===== src/sv/rv64m_pkg.sv =====
// Shared types and operation codes for the RV64M multiply pipeline.
package rv64m_pkg;

  localparam int unsigned XLEN = 64;
  localparam int unsigned HLEN = XLEN / 2;

  typedef logic [1:0] op_t;

  localparam op_t OP_MUL     = 2'd0;
  localparam op_t OP_MULH    = 2'd1;
  localparam op_t OP_HIGH_SU = 2'd2;
  localparam op_t OP_HIGH_UU = 2'd3;

  typedef logic [XLEN-1:0] xword_t;

  typedef struct packed {
    logic valid;
    op_t  op;
    logic word;
  } ctl_t;

endpackage


===== src/sv/rv64m_acc.sv =====
// Second and third pipeline stages: partial product accumulation and result select.
module rv64m_acc import rv64m_pkg::*; (
  input  logic   clk,
  input  logic   rst,
  input  ctl_t   ctl_in,
  input  xword_t p00,
  input  xword_t p01,
  input  xword_t p10,
  input  xword_t p11,
  input  xword_t corr,
  output logic   done,
  output xword_t product_word
);

  logic [HLEN+1:0] mid;
  xword_t          hi_part_next;

  ctl_t            ctl2;
  xword_t          lo;
  xword_t          hi_part;
  logic [1:0]      carry;
  xword_t          corr2;

  xword_t          hi;
  xword_t          result_next;

  always_comb begin
    mid = (HLEN+2)'(p00[XLEN-1:HLEN]) + (HLEN+2)'(p01[HLEN-1:0])
        + (HLEN+2)'(p10[HLEN-1:0]);
    hi_part_next = p11 + XLEN'(p01[XLEN-1:HLEN]) + XLEN'(p10[XLEN-1:HLEN]);
  end

  always_ff @(posedge clk) begin
    if (rst) begin
      ctl2.valid <= 1'b0;
    end else begin
      ctl2.valid <= ctl_in.valid;
    end
    ctl2.op   <= ctl_in.op;
    ctl2.word <= ctl_in.word;
    lo        <= {mid[HLEN-1:0], p00[HLEN-1:0]};
    carry     <= mid[HLEN+1:HLEN];
    hi_part   <= hi_part_next;
    corr2     <= corr;
  end

  always_comb begin
    hi = hi_part + XLEN'(carry) - corr2;
    if (ctl2.op == OP_MUL) begin
      result_next = ctl2.word ? {{HLEN{lo[HLEN-1]}}, lo[HLEN-1:0]} : lo;
    end else begin
      result_next = hi;
    end
  end

  always_ff @(posedge clk) begin
    if (rst) begin
      done <= 1'b0;
    end else begin
      done <= ctl2.valid;
    end
  end

  always_ff @(posedge clk) begin
    product_word <= result_next;
  end

endmodule


===== config.mk =====
export PLATFORM = sky130hd
export DESIGN_NAME = rv64m_acc
export DESIGN_NICKNAME = d
export VERILOG_FILES = /design/src/sv/rv64m_pkg.sv /design/src/sv/rv64m_acc.sv
export SDC_FILE = /design/constraint.sdc
export NUM_CORES = 1
export LEC_CHECK = 0
export CORE_MARGIN = 4
export CORE_UTILIZATION = 43
export CTS_CLUSTER_SIZE = 20
export DETAILED_ROUTE_END_ITERATION = 10
export DONT_BUFFER_PORTS = 1
export RECOVER_POWER = 25
export SLEW_MARGIN = 10
export SYNTH_ARGS = -nofsm -noshare
export SYNTH_HDL_FRONTEND = slang
export SYNTH_SLANG_ARGS = --single-unit

===== constraint.sdc =====
create_clock -name clk -period 5.9 [get_ports clk]
set_input_delay 0.295 -clock clk [delete_from_list [all_inputs] [get_ports clk]]
set_output_delay 0.295 -clock clk [all_outputs]
set_load 0.05 [all_outputs]

* Word-level counts from Yosys, hierarchy flattened
Cells that the tools add are included.
** Word-level totals
- Memories kept :: 0
- Flip-flop bits (word level) :: 263
- Input bits :: 326
- Memory bits (writable) :: 0
- Output and inout port bits :: 65
- Bits in latches :: 0
- Bits in read-only memories :: 0
** Cells by class
- Add/subtract/negate cells :: 6
- Equal/unequal tests :: 0
- Shifts and indexed selects :: 0
- Multiply operators :: 0
- Reductions and logical operators :: 1
- Divide/modulo/power cells :: 0
- Muxes and demuxes :: 2
- $lt $le $gt $ge :: 0
- Bitwise operators :: 0
** Operators by type and width (count)
- adder 64 x 32 -> 64 bit :: 2
- two-way mux 64 bit :: 2
- adder 64 x 2 -> 64 bit :: 1
- subtractor 64 bit :: 1
- adder 33 x 32 -> 34 bit :: 1
- adder 32 x 32 -> 33 bit :: 1
- logical NOT 2 bit :: 1

* Logic depth before layout (Yosys ltp)
- Depth after elaboration :: 3
- Mapped depth :: 16
- Depth with buffers taken out :: 14

* Worst setup path before layout
Ideal clock, no wire load.
- Path kind :: input to register
- From :: input p00[33]
- To :: register lo[59]
- Arrival :: 3.190 ns
- Library setup time :: 0.122 ns
- Cell stages on the path :: 11
- Required time :: 5.778 ns
- Path slack :: 2.588 ns
- Cell sequence :: fa_1 -> ha_1 -> fa_1 -> a21o_1 -> a21oi_1 -> o21ai_1 -> a41oi_1 -> o21ba_2 -> o211ai_2 -> o31a_2 -> a311o_1
** Between the ends
- Word-level cells in the longest chain between the ends :: 2
** RTL lines
- start, declared :: line rv64m_acc.sv:6 : input xword_t p00,
- adder 32 x 32 -> 33 bit :: line rv64m_acc.sv:28 : mid = (HLEN+2)'(p00[XLEN-1:HLEN]) + (HLEN+2)'(p01[HLEN-1:0])
- adder 33 x 32 -> 34 bit :: line rv64m_acc.sv:29 : + (HLEN+2)'(p10[HLEN-1:0]);
- via mid[27] :: line rv64m_acc.sv:15 : logic [HLEN+1:0] mid;
- end signal, assigned :: line rv64m_acc.sv:41 : lo <= {mid[HLEN-1:0], p00[HLEN-1:0]};
- end, declared :: line rv64m_acc.sv:19 : xword_t lo;
The timed path passes the listed nets, and every way through them passes these cells.
A chain may end at the register's enable or synchronous reset.

* Final worst setup path
- From :: input p11[0]
- To :: register hi_part[63]
** Between the ends
- Word-level cells in the longest chain between the ends :: 2
** RTL lines
- start, declared :: line rv64m_acc.sv:9 : input xword_t p11,
- adder 64 x 32 -> 64 bit (2 in a row) :: line rv64m_acc.sv:30 : hi_part_next = p11 + XLEN'(p01[XLEN-1:HLEN]) + XLEN'(p10[XLEN-1:HLEN]);
- via hi_part_next[63] :: line rv64m_acc.sv:16 : xword_t hi_part_next;
- end signal, assigned :: line rv64m_acc.sv:43 : hi_part <= hi_part_next;
- end, declared :: line rv64m_acc.sv:20 : xword_t hi_part;
The timed path passes the listed nets, and every way through them passes these cells.

==> results by group <==
Outcome
  • Status: finished, final reports clean

Power
  • Max IR drop VDD: approximately 0.25 mV
  • Sequential fraction of design power: roughly 36%
  • Int Power: ~0.0048 W
  • Share of power burned in the clock network: a little under a quarter
  • Sw Pwr: roughly 0.0036 W
  • Leak: 8.385 nW
  • Total power: between 0.008 and 0.009 W
  • Switching part of the total: 42.98%
  • Logic gate share of total power: 40.4%
  • Cell Pwr Density: ~450 nW/um^2

Clock tree
  • Root Driver: clkbuf_16
  • Post-CTS Repair Setup Buffers: 0
  • Clock Pin Slew Worst Setup and Hold Paths: ~60 ps
  • CTS tree: built
  • Post-CTS Resized: 0
  • CTS Buf Count: 29
  • Maximum root-to-sink buffer count: 3
  • Clk_lat worst skew: between 500 and 600 ps
  • Hold Buf Count CTS: 150
  • CTS Sinks: around 260
  • H-tree depth: 1

STA
  • Slew @ Worst Pin: around 850 ps
  • Setup ws final: 1429 ps
  • Final setup vio count: 0
  • Top achievable clock speed: around 220 MHz
  • Slew Limit Headroom: around 43%
  • Setup Skew: approximately 22 ps
  • Final period utilization: 75.78%
  • Fin. Hold Viols: 0
  • Worst hold-check slack: ~28 ps
  • Max-slew violation count: 0
  • Setup Total Neg Slack: 0 ps
  • Final worst path period need: around 4500 ps
  • Unrepaired setup endpoints after global routing: no

Drt
  • Initial DRT Pass Iterations: 7
  • DRC: 0
  • Wire length per cell: around 20 um
  • Final wirelength: around 46000 um
  • DR iter-0 viols: 698
  • DR vias/cell: 5.547
  • Vias: between 10000 and 15000
  • Antenna Nets Post-Route: 0

Die
  • Core area: 36700 um^2
  • Std cell rows: 70
  • Die area: roughly 40000 um^2
  • Die height: 200.9 um
  • Starting Density: 43.60%
  • DIE WIDTH: approximately 200 um
  • I/O pin total: about 390

Synthesis
  • Post-Synth Simple-Gate Area: about an eighth
  • Post-synth cell types: between 70 and 80
  • Synth Net Count: approximately 2300
  • Seq/Total Area, Yosys: about 33%
  • Post-synthesis compound-gate area fraction: between 20 and 25%
  • Top cells by area, synth: dfxtp_1 33%, ha_1 15%, fa_1 8.5%
  • Largest family of logic cells by synthesized area: adder cells
  • Number of synthesized flops with an enable pin: 0
  • Adder-Cell Fraction of Synth Area: between 20 and 25%
  • Post-Synthesis Cell Area: roughly 16000 um^2
  • Synth Register Bits: around 260
  • Multiplexer share of the synthesized area: less than 1%
  • Synth top area share: between 30% and 40%
  • Most common cell in the netlist: dfxtp_1
  • Post-Syn Area per Cell: 9.253 um^2
  • Post-Syn Instances: between 1500 and 2000
  • Synth area leader: dfxtp_1
  • Fraction of registers with async set/reset: 0%
  • Top_reg_cell synth: dfxtp_1
  • Top post-synthesis cells by count: 263 x dfxtp_1, 188 x ha_1, 174 x a21oi_1
  • Yosys warnings: 0
  • Post-Synth XOR/XNOR Area: approximately 7.4%

Placed design
  • Cell Area, Placed: 16360 um^2
  • Setup WS pre-CTS: 1813 ps
  • Port bufs: 0
  • Gp weighted congestion: between 0.8 and 0.9
  • Final HPWL DP: between 30000 and 40000 um

Min path
  • Worst hold stages: 3
  • Worst hold path class: in -> reg
  • End of the worst hold path: hi_part[43]$_DFF_P_
  • Hold_sp: p11[41]

GRT
  • Vias in the first global route: 13540
  • Gr ovfl total: 0
  • Initial antenna violation count: 3
  • Pin count of the biggest net entering global routing: 65
  • First-pass GRT wire length: ~74000 um
  • All-layer global routing usage: between 20 and 25%

Worst setup path
  • CP Launch Type: input pin
  • Crit Path Category: in -> reg
  • WP data required: 6340 ps
  • R2R depth: 13
  • Max Fanout on Critical Path: 16
  • R2r setup slk: around 2200 ps
  • Arr. time, crit path: approximately 5000 ps
  • R2R Path End: product_word[56]$_DFF_P_
  • Worst setup EP type: flop
  • Reg2reg start: hi_part[1]$_DFF_P_

Finish
  • Fillers: 3423
  • Layout cell share with drive strength beyond 1: 4.313%
  • Area taken by flip-flops and latches: 5265 um^2
  • Design Area, Final: between 15000 and 20000 um^2
  • Nets: between 2000 and 2500
  • Area delta synth->final: 18.16%
  • Area of the multi-input gates: around 10000 um^2

Job
  • Max_cap viols: 0
state kept, by name, indices dropped and copies added (netlist names):
signal and cells:
corr2 64, hi_part 64, lo 64, product_word 64, ctl2 4, carry 2, done 1
worst max path at each step:
stage / startpoint / end / slack [ps]
final: p11[0] / hi_part[63]$_DFF_P_ / 1430
after global routing: p11[0] / hi_part[63]$_DFF_P_ / 1180
after CTS: p11[0] / hi_part[63]$_DFF_P_ / 1510
after detailed placement: p01[33] / hi_part[63]$_DFF_P_ / 1810
after global placement: p01[33] / hi_part[63]$_DFF_P_ / 1880
after floorplan: p00[33] / lo[59]$_DFF_P_ / 2590
area by class of cell:
| cell class | instances | area share, % |
|---|---|---|
| Antenna cell | 2 | 0.02647 |
| Clock buffer | 40 | 4.481 |
| Inverter | 121 | 2.403 |
| Sequential cell | 263 | 27.85 |
| Timing Repair Buffer | 152 | 8.022 |
| Tap cell | 468 | 3.097 |
| Multi-Input combinational cell | 1291 | 53.10 |
| Clock inverter | 11 | 1.019 |
power groups by stage:
stage               Sequential, W  Clock (W)  Combinational (W)
finish                    0.00309    0.00197            0.00343
floorplan                 0.00304          0            0.00251
global placement          0.00313          0            0.00326
CTS                       0.00309    0.00201            0.00341
global route              0.00313    0.00208            0.00383
detailed placement        0.00313          0            0.00328
worst max-delay path: stages:
cell and delay, ps:
dlygate4sd3_1 540, inv_1 80, fa_1 170, inv_1 50
ha_1 260, fa_1 420, a21oi_1 190, o21ai_1 120
a21o_1 250, a21oi_1 190, o21ai_1 170, a31oi_1 480
o21ba_1 760, nor4_1 180, xor2_1 180, dlygate4sd3_1 560
layout by cell type, fill, tap and decap left out, types with 31 or more instances in the layout:
| cell type | synthesis | final |
|---|---|---|
| xnor2_1 | 71 | 71 |
| o21ai_0 | 74 | 74 |
| dfxtp_1 | 263 | 263 |
| a21o_1 | 61 | 61 |
| nand2_1 | 128 | 128 |
| inv_1 | 120 | 120 |
| xor2_1 | 65 | 65 |
| a21oi_1 | 174 | 174 |
| nand3_1 | 31 | 31 |
| nor2_1 | 102 | 101 |
| ha_1 | 188 | 188 |
| dlygate4sd3_1 | 0 | 150 |
| nor3_1 | 32 | 32 |
| fa_1 | 68 | 68 |
routing by layer:
metal  vias up  routed length (um)  global-route usage [%]
met2       402               21700                   37.74
met4         2                 918                   4.277
met1      6182               21200                   30.40
met5         -                   7                       0
li1       6383                   -                       -
met3        56                2668                   4.152
kinds of logic after synthesis:
kind of cell    after synthesis
compound gates              499
buf+inv                     175
flops                       263
fa+ha+maj                   256
mux                           3
xor+xnor                    136
simple gates                397
metrics by stage:
step / cells / utilization [%]
2_1_floorplan: 1729 / -
3_3_place_gp: 2145 / 44.58
3_5_place_dp: 2145 / 44.58
4_1_cts: 2346 / 51.50
5_1_grt: 2348 / 51.51
6_report: 2348 / 51.51
Power figures use the tool's default switching activity.
